$ cat src/hdl/bhc_pkg.sv
// ============================================================================
// bhc_pkg
// Types, codes and character mapping functions shared by the base64 / hex
// codec front end, command queue and result serializer.
// ============================================================================
`default_nettype none

package bhc_pkg;

   // Configuration port geometry
   localparam int CSR_ADDR_W = 3;
   localparam int CSR_DATA_W = 32;
   localparam logic CSR_IDX_MODE = 1'b0;

   // Operating modes
   localparam logic [1:0] MODE_B64_ENC = 2'd0;
   localparam logic [1:0] MODE_B64_DEC = 2'd1;
   localparam logic [1:0] MODE_HEX_ENC = 2'd2;
   localparam logic [1:0] MODE_HEX_DEC = 2'd3;

   // Command queue geometry
   localparam int Q_DEPTH = 4;
   localparam int Q_PTR_W = $clog2(Q_DEPTH);
   localparam int Q_CNT_W = $clog2(Q_DEPTH + 1);

   // Result index within one group
   localparam int IDX_W = 2;

   // Kind of group handed from the front end to the serializer
   typedef enum logic [1:0] {
      KIND_B64_ENC = 2'd0,   // four alphabet characters from 24 bits
      KIND_B64_DEC = 2'd1,   // three bytes from 24 bits
      KIND_HEX_ENC = 2'd2,   // two hex characters from one byte
      KIND_BYTE    = 2'd3    // one byte as is (hex decode, incomplete group)
   } kind_type;

   typedef struct packed {
      kind_type    kind;
      logic [23:0] bits;
      logic        last;
      logic        err;
   } cmd_type;

   // Index of the final result of a group of the given kind
   function automatic logic [IDX_W-1:0] final_idx(input kind_type kind);
      logic [IDX_W-1:0] f;
      unique case (kind)
         KIND_B64_ENC: f = IDX_W'(3);
         KIND_B64_DEC: f = IDX_W'(2);
         KIND_HEX_ENC: f = IDX_W'(1);
         default:      f = IDX_W'(0);
      endcase
      return f;
   endfunction

   // Six-bit value to base64 alphabet character
   function automatic logic [7:0] sym_of_six(input logic [5:0] v);
      logic [7:0] w;
      logic [7:0] c;
      w = {2'b00, v};
      if (v <= 6'd25)      c = w + 8'd65;
      else if (v <= 6'd51) c = w + 8'd71;
      else if (v <= 6'd61) c = w - 8'd4;
      else if (v == 6'd62) c = 8'd43;
      else                 c = 8'd47;
      return c;
   endfunction

   // Base64 alphabet character to six-bit value; bit 6 marks an invalid code
   function automatic logic [6:0] six_of_sym(input logic [7:0] c);
      logic [7:0] d;
      logic [6:0] r;
      d = 8'd0;
      if (c >= 8'd65 && c <= 8'd90) begin
         d = c - 8'd65;
         r = {1'b0, d[5:0]};
      end else if (c >= 8'd97 && c <= 8'd122) begin
         d = c - 8'd71;
         r = {1'b0, d[5:0]};
      end else if (c >= 8'd48 && c <= 8'd57) begin
         d = c + 8'd4;
         r = {1'b0, d[5:0]};
      end else if (c == 8'd43) begin
         r = 7'd62;
      end else if (c == 8'd47) begin
         r = 7'd63;
      end else begin
         r = 7'd64;
      end
      return r;
   endfunction

   // Nibble to upper-case hex character
   function automatic logic [7:0] hex_of_nib(input logic [3:0] v);
      logic [7:0] w;
      w = {4'h0, v};
      return (v <= 4'd9) ? (w + 8'd48) : (w + 8'd55);
   endfunction

   // Hex character of either case to nibble; bit 4 marks an invalid code
   function automatic logic [4:0] nib_of_hex(input logic [7:0] c);
      logic [7:0] d;
      logic [4:0] r;
      d = 8'd0;
      if (c >= 8'd48 && c <= 8'd57) begin
         d = c - 8'd48;
         r = {1'b0, d[3:0]};
      end else if (c >= 8'd65 && c <= 8'd70) begin
         d = c - 8'd55;
         r = {1'b0, d[3:0]};
      end else if (c >= 8'd97 && c <= 8'd102) begin
         d = c - 8'd87;
         r = {1'b0, d[3:0]};
      end else begin
         r = 5'd16;
      end
      return r;
   endfunction

endpackage

`default_nettype wire

$ cat src/hdl/bhc_front.sv
// ============================================================================
// bhc_front
// Front end: holds the mode register and the partial group, takes one input
// byte per transfer and issues a group command when a group completes or a
// message ends early.
// ============================================================================
`default_nettype none

module bhc_front
   import bhc_pkg::*;
(
   input  wire logic       clock,
   input  wire logic       reset,
   input  wire logic       mode_we,
   input  wire logic [1:0] mode_wdata,
   output logic      [1:0] mode,
   input  wire logic       in_valid,
   input  wire logic [7:0] in_byte,
   input  wire logic       in_last,
   output logic            cmd_push,
   output cmd_type         cmd
);

   logic [1:0]  mode_ff,  mode_in;
   logic [23:0] bits_ff,  bits_in;
   logic [1:0]  count_ff, count_in;
   logic        bad_ff,   bad_in;

   logic [6:0]  six;
   logic [4:0]  nib;
   logic        bad_char;
   logic [23:0] shifted;
   logic        group_done;
   cmd_type     done_cmd;

   // Classify the byte and build the next group image
   always_comb begin
      six        = six_of_sym(in_byte);
      nib        = nib_of_hex(in_byte);
      bad_char   = 1'b0;
      shifted    = bits_ff;
      group_done = 1'b0;
      done_cmd   = '{kind: KIND_BYTE, bits: 24'd0, last: in_last, err: 1'b0};
      unique case (mode_ff)
         MODE_B64_ENC: begin
            shifted       = {bits_ff[15:0], in_byte};
            group_done    = (count_ff == 2'd2);
            done_cmd.kind = KIND_B64_ENC;
         end
         MODE_B64_DEC: begin
            bad_char      = six[6];
            shifted       = {bits_ff[17:0], (six[6] ? 6'd0 : six[5:0])};
            group_done    = (count_ff == 2'd3);
            done_cmd.kind = KIND_B64_DEC;
         end
         MODE_HEX_ENC: begin
            shifted       = {16'd0, in_byte};
            group_done    = 1'b1;
            done_cmd.kind = KIND_HEX_ENC;
         end
         MODE_HEX_DEC: begin
            bad_char      = nib[4];
            shifted       = {bits_ff[19:0], (nib[4] ? 4'd0 : nib[3:0])};
            group_done    = (count_ff == 2'd1);
            done_cmd.kind = KIND_BYTE;
         end
         default: begin
            group_done = 1'b0;
         end
      endcase
      done_cmd.bits = shifted;
      done_cmd.err  = bad_ff | bad_char;
   end

   // Advance the group, issue a command on completion or early end
   always_comb begin
      mode_in  = mode_ff;
      bits_in  = bits_ff;
      count_in = count_ff;
      bad_in   = bad_ff;
      cmd_push = 1'b0;
      cmd      = done_cmd;
      if (mode_we) begin
         mode_in  = mode_wdata;
         bits_in  = 24'd0;
         count_in = 2'd0;
         bad_in   = 1'b0;
      end else if (in_valid) begin
         if (group_done) begin
            cmd_push = 1'b1;
            bits_in  = 24'd0;
            count_in = 2'd0;
            bad_in   = 1'b0;
         end else if (in_last) begin
            // drop the partial group and flag it
            cmd_push = 1'b1;
            cmd      = '{kind: KIND_BYTE, bits: 24'd0, last: 1'b1, err: 1'b1};
            bits_in  = 24'd0;
            count_in = 2'd0;
            bad_in   = 1'b0;
         end else begin
            bits_in  = shifted;
            count_in = count_ff + 2'd1;
            bad_in   = bad_ff | bad_char;
         end
      end
   end

   always_ff @(posedge clock) begin
      if (reset) begin
         mode_ff  <= MODE_B64_ENC;
         bits_ff  <= 24'd0;
         count_ff <= 2'd0;
         bad_ff   <= 1'b0;
      end else begin
         mode_ff  <= mode_in;
         bits_ff  <= bits_in;
         count_ff <= count_in;
         bad_ff   <= bad_in;
      end
   end

   assign mode = mode_ff;

endmodule

`default_nettype wire

$ cat src/hdl/bhc_queue.sv
// ============================================================================
// bhc_queue
// Short command queue between front end and serializer; head is readable
// directly and leaves on pop.
// ============================================================================
`default_nettype none

module bhc_queue
   import bhc_pkg::*;
(
   input  wire logic    clock,
   input  wire logic    reset,
   input  wire logic    push,
   input  wire cmd_type push_cmd,
   output logic         full,
   input  wire logic    pop,
   output logic         empty,
   output cmd_type      head
);

   cmd_type              slot_ff [Q_DEPTH];
   logic [Q_PTR_W-1:0]   wptr_ff, wptr_in;
   logic [Q_PTR_W-1:0]   rptr_ff, rptr_in;
   logic [Q_CNT_W-1:0]   count_ff, count_in;
   logic                 do_push, do_pop;

   assign full    = (count_ff == Q_CNT_W'(Q_DEPTH));
   assign empty   = (count_ff == '0);
   assign do_push = push & ~full;
   assign do_pop  = pop & ~empty;
   assign head    = slot_ff[rptr_ff];

   // Advance pointers and occupancy
   always_comb begin
      wptr_in  = do_push ? (wptr_ff + Q_PTR_W'(1)) : wptr_ff;
      rptr_in  = do_pop  ? (rptr_ff + Q_PTR_W'(1)) : rptr_ff;
      count_in = count_ff;
      if (do_push && !do_pop)      count_in = count_ff + Q_CNT_W'(1);
      else if (!do_push && do_pop) count_in = count_ff - Q_CNT_W'(1);
   end

   always_ff @(posedge clock) begin
      if (reset) begin
         wptr_ff  <= '0;
         rptr_ff  <= '0;
         count_ff <= '0;
      end else begin
         wptr_ff  <= wptr_in;
         rptr_ff  <= rptr_in;
         count_ff <= count_in;
      end
   end

   // Store the pushed command
   always_ff @(posedge clock) begin
      if (do_push) begin
         slot_ff[wptr_ff] <= push_cmd;
      end
   end

endmodule

`default_nettype wire

$ cat src/hdl/bhc_back.sv
// ============================================================================
// bhc_back
// Serializer: walks the head command one result per cycle into a result
// register that the consumer drains with pop; a result held unpopped stalls it.
// ============================================================================
`default_nettype none

module bhc_back
   import bhc_pkg::*;
(
   input  wire logic       clock,
   input  wire logic       reset,
   input  wire logic       q_empty,
   input  wire cmd_type    q_head,
   output logic            q_pop,
   output logic            out_empty,
   input  wire logic       out_pop,
   output logic      [7:0] out_byte,
   output logic            out_last,
   output logic            out_error
);

   logic [IDX_W-1:0] idx_ff, idx_in;
   logic             valid_ff, valid_in;
   logic [7:0]       byte_ff, byte_in;
   logic             last_ff, last_in;
   logic             err_ff,  err_in;

   logic [IDX_W-1:0] fin;
   logic             at_end;
   logic             step;
   logic [5:0]       six;

   assign fin    = final_idx(q_head.kind);
   assign at_end = (idx_ff == fin);
   assign step   = ~q_empty & (~valid_ff | out_pop);

   // Select the result for the current index
   always_comb begin
      six     = q_head.bits[5:0];
      byte_in = q_head.bits[7:0];
      err_in  = q_head.err;
      last_in = q_head.last & at_end;
      unique case (idx_ff)
         2'd0:    six = q_head.bits[23:18];
         2'd1:    six = q_head.bits[17:12];
         2'd2:    six = q_head.bits[11:6];
         default: six = q_head.bits[5:0];
      endcase
      unique case (q_head.kind)
         KIND_B64_ENC: begin
            byte_in = sym_of_six(six);
            err_in  = 1'b0;
         end
         KIND_B64_DEC: begin
            unique case (idx_ff)
               2'd0:    byte_in = q_head.bits[23:16];
               2'd1:    byte_in = q_head.bits[15:8];
               default: byte_in = q_head.bits[7:0];
            endcase
         end
         KIND_HEX_ENC: begin
            byte_in = hex_of_nib((idx_ff == 2'd0) ? q_head.bits[7:4] : q_head.bits[3:0]);
            err_in  = 1'b0;
         end
         default: begin
            byte_in = q_head.bits[7:0];
         end
      endcase
   end

   // Advance index, release the command after its final result
   always_comb begin
      idx_in   = idx_ff;
      q_pop    = 1'b0;
      valid_in = valid_ff & ~out_pop;
      if (step) begin
         valid_in = 1'b1;
         if (at_end) begin
            idx_in = '0;
            q_pop  = 1'b1;
         end else begin
            idx_in = idx_ff + IDX_W'(1);
         end
      end
   end

   always_ff @(posedge clock) begin
      if (reset) begin
         idx_ff   <= '0;
         valid_ff <= 1'b0;
      end else begin
         idx_ff   <= idx_in;
         valid_ff <= valid_in;
      end
   end

   // Hold the result payload until the next load
   always_ff @(posedge clock) begin
      if (step) begin
         byte_ff <= byte_in;
         last_ff <= last_in;
         err_ff  <= err_in;
      end
   end

   assign out_empty = ~valid_ff;
   assign out_byte  = byte_ff;
   assign out_last  = last_ff;
   assign out_error = err_ff;

   // Index never runs past the final result of the head command
   a_idx_bound: assert property (@(posedge clock) disable iff (reset)
      !q_empty |-> (idx_ff <= fin))
      else $error("serializer index past final result");

   // Index restarts whenever no command is waiting
   a_idx_idle: assert property (@(posedge clock) disable iff (reset)
      q_empty |-> (idx_ff == '0))
      else $error("serializer index not at start while queue empty");

   // A command leaves only together with a result load
   a_pop_load: assert property (@(posedge clock) disable iff (reset)
      q_pop |=> !out_empty)
      else $error("command released without a result");

endmodule

`default_nettype wire

$ cat src/hdl/base64_hex_codec_unit.sv
// ============================================================================
// base64_hex_codec_unit
// Streaming base64 / hex encoder and decoder, selected by the mode register.
// ============================================================================
//
// Usage:
//   Input channel (req_): push a byte with req_push while req_full is low;
//   req_in_last marks the final byte of a message. Result channel (rsp_):
//   a result waits on the rsp_ ports while rsp_empty is low and is taken
//   with rsp_pop. Register mode (address 0) selects base64 encode, base64
//   decode, hex encode or hex decode; writing it drops any partial group.
//   Write it only while nothing is in flight.
// Path: the command of a group enters the command queue with the byte that
//   completes the group (or ends the message early); its results then load the result register.
// Flow: one byte is taken per cycle while req_full is low; results leave one
//   per cycle from the serializer while the consumer pops, so the sustained
//   rate is set by results per byte: base64 encode gives four per three bytes,
//   hex encode two per byte, base64 decode three per four and hex decode one per two.
// Stall: when the consumer holds off, the four-entry command queue fills
//   and req_full rises; nothing is lost.
// Reset: mode returns to base64 encode, group state and queue are cleared and
//   the result register is emptied.
//
`default_nettype none

module base64_hex_codec_unit
   import bhc_pkg::*;
(
   input  wire logic                  clock,
   input  wire logic                  reset,
   // configuration port
   input  wire logic                  csr_psel,
   input  wire logic                  csr_penable,
   input  wire logic                  csr_pwrite,
   input  wire logic [CSR_ADDR_W-1:0] csr_paddr,
   input  wire logic [CSR_DATA_W-1:0] csr_pwdata,
   output logic      [CSR_DATA_W-1:0] csr_prdata,
   output logic                       csr_pready,
   // input channel
   input  wire logic                  req_push,
   output logic                       req_full,
   input  wire logic [7:0]            req_in_byte,
   input  wire logic                  req_in_last,
   // result channel
   output logic                       rsp_empty,
   input  wire logic                  rsp_pop,
   output logic      [7:0]            rsp_out_byte,
   output logic                       rsp_out_last,
   output logic                       rsp_error
);

   logic       csr_index;
   logic       mode_we;
   logic [1:0] mode;
   logic       in_valid;
   logic       cmd_push;
   cmd_type    cmd;
   logic       q_full;
   logic       q_empty;
   logic       q_pop;
   cmd_type    q_head;

   // Decode the register transfer
   assign csr_pready = 1'b1;
   assign csr_index  = csr_paddr[CSR_ADDR_W-1];
   assign mode_we    = csr_psel & csr_penable & csr_pwrite & csr_pready
                       & (csr_index == CSR_IDX_MODE);
   assign csr_prdata = (csr_index == CSR_IDX_MODE)
                       ? {{(CSR_DATA_W-2){1'b0}}, mode} : '0;

   assign req_full = q_full;
   assign in_valid = req_push & ~q_full;

   bhc_front u_front (
      .clock      (clock),
      .reset      (reset),
      .mode_we    (mode_we),
      .mode_wdata (csr_pwdata[1:0]),
      .mode       (mode),
      .in_valid   (in_valid),
      .in_byte    (req_in_byte),
      .in_last    (req_in_last),
      .cmd_push   (cmd_push),
      .cmd        (cmd)
   );

   bhc_queue u_queue (
      .clock    (clock),
      .reset    (reset),
      .push     (cmd_push),
      .push_cmd (cmd),
      .full     (q_full),
      .pop      (q_pop),
      .empty    (q_empty),
      .head     (q_head)
   );

   bhc_back u_back (
      .clock     (clock),
      .reset     (reset),
      .q_empty   (q_empty),
      .q_head    (q_head),
      .q_pop     (q_pop),
      .out_empty (rsp_empty),
      .out_pop   (rsp_pop),
      .out_byte  (rsp_out_byte),
      .out_last  (rsp_out_last),
      .out_error (rsp_error)
   );

endmodule

`default_nettype wire

$ cat config.mk
export PLATFORM = sky130hd
export DESIGN_NAME = base64_hex_codec_unit
export DESIGN_NICKNAME = d
export VERILOG_FILES = /design/src/hdl/bhc_pkg.sv /design/src/hdl/bhc_front.sv /design/src/hdl/bhc_queue.sv /design/src/hdl/bhc_back.sv /design/src/hdl/base64_hex_codec_unit.sv
export SDC_FILE = /design/constraint.sdc
export NUM_CORES = 1
export LEC_CHECK = 0
export ABC_CLOCK_PERIOD_IN_PS = 3000
export BUFFER_PORTS_ARGS = -buffer_cell sky130_fd_sc_hd__buf_2
export CAP_MARGIN = 20
export CORE_ASPECT_RATIO = 0.8
export CORE_MARGIN = 1.5
export CORE_UTILIZATION = 30
export DETAILED_ROUTE_END_ITERATION = 10
export PLACE_DENSITY_LB_ADDON = 0.15
export SYNTH_ARGS = -nofsm -noshare
export SYNTH_HDL_FRONTEND = slang
export SYNTH_SLANG_ARGS = --single-unit
$ cat constraint.sdc
create_clock -name clock -period 3 [get_ports clock]
set_input_delay 0.45 -clock clock [delete_from_list [all_inputs] [get_ports clock]]
set_output_delay 0.45 -clock clock [all_outputs]
set_load 0.01 [all_outputs]
# --- After elaboration in Yosys (flattened, before gate mapping) ---
# Memories as Yosys holds them, arrays and structs flattened. A register that Yosys moved wholly into a read port is not among the register bits.
# Index checks and enable logic that the tools add are counted.
word_totals:
  ramBits: 112
  reg_bits: 45
  memories: 1
classes:
  n_reduce_logical: 16
  n_lt_le_gt_ge: 12
  n_mux: 49
  n_eq_ne: 15
  add_sub_neg: 17
  n_bitwise: 16
mem_list:
  columns: ["name", "words", "width", "read_ports", "rd_clocked_by_memory_dff", "wr", "line_no", "rtl"]
  rows:
  - ["u_queue.slot_ff", 4, 28, 1, 1, 1, "bhc_queue.sv:21", "cmd_type slot_ff [Q_DEPTH];"]
op_table:
  columns: ["op", "n"]
  rows:
  - ["two-way mux 28 bit", 4]
  - ["one-hot mux 24 bit (4 select lines)", 1]
  - ["two-way mux 20 bit", 2]
  - ["two-way mux 7 bit", 5]
  - ["less-or-equal comparator 8 x 7 -> 1 bit, second input constant", 4]
  - ["two-way mux 8 bit", 4]
  - ["one-hot mux 8 bit (3 select lines)", 1]
  - ["one-hot mux 6 bit (3 select lines)", 1]
  - ["adder 6 x 7 -> 8 bit, second input constant", 2]
  - ["equality test 8 x 6 -> 1 bit, second input constant", 2]
  - [">= comparator 8 x 7 -> 1 bit, second input constant", 2]
  - ["one-hot mux 8 bit (2 select lines)", 1]
  - ["two-way mux 5 bit", 3]
  - ["adder 4 x 6 -> 7 bit, second input constant", 2]
  - ["equality test 2 bit, second input constant", 6]
  - ["less-or-equal comparator 6 bit, second input constant", 2]
  - ["two-way mux 2 bit", 6]
  - ["two-way mux 1 bit", 11]
  - ["bitwise AND 1 bit", 9]
  - ["two-way mux 3 bit", 3]
  - ["adder 2 x 1 -> 2 bit, second input constant", 4]
  - ["equality test 2 x 1 -> 1 bit, second input constant", 4]
  - [">= comparator 8 x 6 -> 1 bit, second input constant", 1]
  - ["less-or-equal comparator 8 x 6 -> 1 bit, second input constant", 1]
  - ["27 further kinds", 44]

# --- Longest topological paths before layout ---
depth:
  word_depth: 12
  ltp_mapped: 16
  ltp_nobuf: 14

# --- Modules after synthesis ---
# From an unflattened synthesis, not the netlist that was laid out.
unflattened:
  cells_unflattened: 756
  area_unflattened_um2: 8572.0
by_module_without_submodules:
  columns: ["mod", "n_inst", "seq_area_each_um2", "area_per_inst_um2", "cells_each"]
  rows:
  - ["bhc_queue", 1, 3543.4, 4530.6, 194]
  - ["bhc_front", 1, 500.5, 2227.1, 335]
  - ["bhc_back", 1, 360.3, 1540.2, 190]
  - ["base64_hex_codec_unit", 1, 0.0, 274.0, 37]

# --- Least setup slack after synthesis ---
# No wires, ideal clock.
synth_path:
  kind: "register -> register"
  from: "reg u_back.idx_ff[0]"
  to: "reg u_back.byte_ff[4] (netlist: u_back.out_byte[4]), data pin"
  setup_slack_ns: -0.222
  arrival_ns: 2.966
  path_stages_with_launch: 14
  synth_period_minus_slack_ns: 3.222
  path_buffers: 1
  setup_time_ns: 0.256
  cell_sequence: "dfxtp_1 inv_1 ha_1 buf_2 nand2b_1 o22ai_1 o41a_1 inv_1 ha_1 a21oi_1 a21o_1 o21a_1 or3_1 a41o_1"
synth_via:
  elab_chain_len: 7
synth_lines:
  columns: ["element", "line_no", "rtl"]
  rows:
  - ["from (decl)", "bhc_back.sv:23", "logic [IDX_W-1:0] idx_ff, idx_in;"]
  - ["from (signal assigned)", "bhc_back.sv:93", "idx_ff <= idx_in;"]
  - ["equality test 2 bit, or another cell as far along", "bhc_back.sv:44", "unique case (idx_ff)"]
  - ["one-hot mux 6 bit (3 select lines)", "bhc_back.sv:44", null]
  - ["subtractor 6 x 3 -> 7 bit / less-or-equal comparator 6 bit (equally long branches)", "bhc_pkg.sv:63", "else if (v <= 6'd61) c = w - 8'd4;"]
  - ["two-way mux 8 bit", "bhc_pkg.sv:63", null]
  - ["two-way mux 8 bit", "bhc_pkg.sv:62", "else if (v <= 6'd51) c = w + 8'd71;"]
  - ["two-way mux 8 bit", "bhc_pkg.sv:61", "if (v <= 6'd25) c = w + 8'd65;"]
  - ["one-hot mux 8 bit (3 select lines) *", "bhc_back.sv:50", "unique case (q_head.kind)"]
  - ["named net u_back.byte_in[4]", "bhc_back.sv:25", "logic [7:0] byte_ff, byte_in;"]
  - ["to (signal assigned)", "bhc_back.sv:101", "byte_ff <= byte_in;"]
  - ["to (decl)", "bhc_back.sv:25", null]
# The timed path passes the listed nets; every way through them passes the cells marked *.
# A chain may end at the register's enable or synchronous reset.

==> results.py <==
metrics = {
    "timing": {
        "worst_slack_ns": -0.0275,
        "drv_slew": 0,
        "fmax_ghz": 0.330,
        "setup_viol": 2,
        "clock_skew_ns": 0.0105,
        "setup_tns_ns": -0.0393,
        "rsz0062_at_grt": "yes",
        "finalCritPeriodShare_pct": 101,
        "finalHoldViolations": 0,
        "slew_headroom_pct": 49.8,
        "worst_pin_slew_ns": 0.751,
        "fin_crit_ns": 3.03,
    },
    "drt": {
        "wl_per_cell_um": 17.2,
        "ant_nets": 0,
        "vias": 6388,
        "drtPass1Iterations": 6,
        "via_per_inst": 4.85,
        "drt_iter0_drc": 557,
        "drc": 0,
        "wl_um": 22700,
    },
    "finish": {
        "num_antenna_cells": 0,
        "final_common_cell": "edfxtp_1",
        "areaGrowthSynthToFinish_pct": 25.4,
        "finalInstanceArea_um2": 11100,
        "final_cell_mix": "122 x edfxtp_1, 99 x buf_4, 80 x nand2_1, 80 x nor2_1, 47 x a21oi_1",
        "nets": 1007,
        "drive_above_1_share_pct": 30.6,
    },
    "floorplan": {
        "die_h_um": 157,
        "num_io_pins": 96,
        "die_w_um": 195,
        "core_um2": 29100,
        "initial_core_util_pct": 30.3,
        "dieArea_um2": 30500,
        "rows": 56,
    },
    "clock_network": {
        "root_buffer": "clkbuf_16",
        "insertion_delay_ns": 0.44,
        "cts_htree_levels": 4,
        "cts_tree": "built",
        "cts-buffers-inserted": 17,
        "clockBufferDepth": 2,
        "hold_buffers": 0,
        "cts_sinks": 159,
        "clkTransAtPathRegs_ns": 0.07,
    },
    "worst_setup_path": {
        "critPathKind": "flop to flop",
        "cpMostUsedCell": "buf_12",
        "critPathCaptureType": "flop",
        "crit_path_start_kind": "flop",
        "worstReg2RegEnd": "u_back.out_byte[4]",
        "cp.depth": 12,
        "endpoint": "u_back.out_byte[4]",
        "critPathBufInv": 3,
        "reg2reg_depth": 12,
        "crit_path_max_incr_delay_ns": 0.47,
        "cp_data_required_time_ns": 3.19,
        "critPathArrivalTime_ns": 3.22,
        "critPathMaxFanout": 7,
        "crit_chain": "buf_12, buf_12, mux2i_4, o22ai_2, o41a_1, inv_2, ha_4, a21oi_2, a21o_1, o21a_2, or3_1, a41o_1",
        "regToRegSetupSlack_ns": -0.03,
        "critPathTopFamily": "compound AO/OA/AOI/OAI gates",
        "cpMaxStageDelayCell": "o41a_1",
    },
    "synthesis": {
        "ys_seq_area_share_pct": 49.8,
        "synth_ff_type": "edfxtp_1",
        "yosys_warnings": 0,
        "netlist_instances": 807,
        "async_flop_share_pct": 0,
        "synth-seq-cells": 159,
        "synth_edf_count": 122,
        "syn_area_um2": 8840,
        "synth_top_area_share_pct": 41.4,
        "synth.largest_area_cell": "edfxtp_1",
        "synth.area.top_cells": "edfxtp_1 41%, dfxtp_1 8.4%, mux4_2 5.1%, ha_1 4.0%, mux2i_1 4.0%",
        "avgSynthCellArea_um2": 11.0,
        "synth.distinct_cells": 77,
    },
    "place": {
        "io_buffer_count": 32,
        "placed_area_um2": 9890,
        "gp_congestion": 0.837,
        "dp_hpwl_um": 16000,
    },
    "power": {
        "irDropWorstVdd_mv": 0.465,
        "p_per_area_nw_per_um2": 883,
        "combPwrFrac_pct": 50.4,
        "p_int_mw": 6.17,
        "leakagePower_nw": 4.15,
        "switching_share_pct": 37.0,
        "seq_power_share_pct": 28.5,
        "power.share.clock_pct": 21.1,
        "p_total_mw": 9.79,
        "switchingPower_mw": 3.62,
    },
    "grt": {
        "grt_max_degree": 48,
        "track_usage_pct": 15.2,
        "grt_overflow": 0,
        "grt_pass1_vias": 6224,
        "antenna_found_initial": 0,
        "grt_pass1_wl_um": 35500,
    },
    "run_status": {
        "violations": "setup timing",
        "status": "finished, violations left",
    },
    "job": {
        "drv_cap": 0,
    },
    "worst_hold_path": {
        "holdCritPathClass": "input pin to flop",
    },
}
[logic make-up after synthesis]
kind of cell	synth area share (%)
flops	49.8
buf+inv	6.47
compound gates	12.3
fa+ha+maj	4.19
simple gates	14.5
other cells	0.0849
xor+xnor	1.58
mux	11.2
[worst min-delay path by stage]
| stage | from | endpoint | slack (ns) | cells past startpoint |
|---|---|---|---|---|
| after floorplan | u_front.bad_ff | u_front.bad_ff | 0.43 | 2 |
| after global placement | u_front.bad_ff | u_front.bad_ff | 0.44 | 2 |
| after detailed placement | u_front.bad_ff | u_front.bad_ff | 0.45 | 2 |
| after CTS | csr_pwdata[1] | u_front.mode[1] | 0.23 | 3 |
| after global routing | csr_pwdata[1] | u_front.mode[1] | 0.27 | 3 |
| final | csr_pwdata[1] | u_front.mode[1] | 0.24 | 3 |
[tightest hold or removal path, stage by stage]
cell	delay, ns
buf_2	0.07
mux2i_1	0.05
nor2_1	0.07
[cells in the mapped netlist, types with 7 or more instances]
cell,count
edfxtp_1,122
nand2_1,85
nor2_1,83
a21oi_1,48
dfxtp_1,37
mux2i_1,35
buf_4,33
ha_1,28
inv_1,28
clkbuf_1,27
nor3_1,23
nand2b_1,21
mux4_2,20
o21ai_0,18
o22ai_1,15
mux2_2,13
nor2b_1,11
nand3_1,10
xnor2_1,9
a22oi_1,8
and2_1,8
a221oi_1,7
xor2_1,7
[cell type report]
type | count | area [um^2]
clock buffers | 19 | 454
clock inverters | 13 | 98.8
fillers | 2889 | 18100
inverters | 28 | 105
multi-input cells | 574 | 4370
flip-flops and latches | 159 | 4410
well taps | 377 | 472
repair buffers | 147 | 1170
[routing by layer]
metal / vias to the layer above / part of all wire, % / global-route usage (%)
met5: - / 0 / 0
met4: 0 / 0.83 / 3.10
met3: 16 / 3.7 / 3.08
met2: 104 / 43 / 22.9
met1: 3118 / 52 / 22.6
li1: 3150 / - / -
[metrics by stage]
stage	instances	util, %	worst slack [ns]	hold WS [ns]
after detailed placement	1263	33.9	-0.0997	0.453
after CTS	1305	36.8	-0.0192	0.233
final	1317	38.0	-0.0275	0.242
after floorplan	836	-	-0.00328	0.431
after global routing	1317	38.0	-0.125	0.270
after global placement	1263	33.9	-0.0804	0.440
[power groups by stage]
stage / logic (mW) / registers, mW / clock network [mW]
final: 4.93 / 2.79 / 2.07
after global routing: 5.40 / 2.82 / 2.20
after CTS: 4.53 / 2.77 / 2.11
after detailed placement: 4.17 / 2.82 / 0
after global placement: 4.18 / 2.82 / 0
after floorplan: 2.52 / 2.85 / 0
[state kept, by name (all words and copies together), names as in the netlist, 2 cells and up, named ones only]
| name | cells |
|---|---|
| u_queue.rptr_ff | 2 |
| u_queue.count_ff | 3 |
| u_back.idx_ff | 2 |
| u_queue.wptr_ff | 2 |
| u_back.out_byte | 8 |
| u_front.bits_ff | 20 |
| u_queue.slot_ff | 112 |
| u_front.count_ff | 2 |
| u_front.mode | 2 |
[timing repair]
item                                    in CTS  in global routing
gates cloned                                 1                  1
gates resized for setup                     34                 56
buffers inserted                            10                 11
endpoints found under the setup margin       7                  9
pin swaps                                   10                 14
Note: power is estimated with default switching activity, not from simulation.
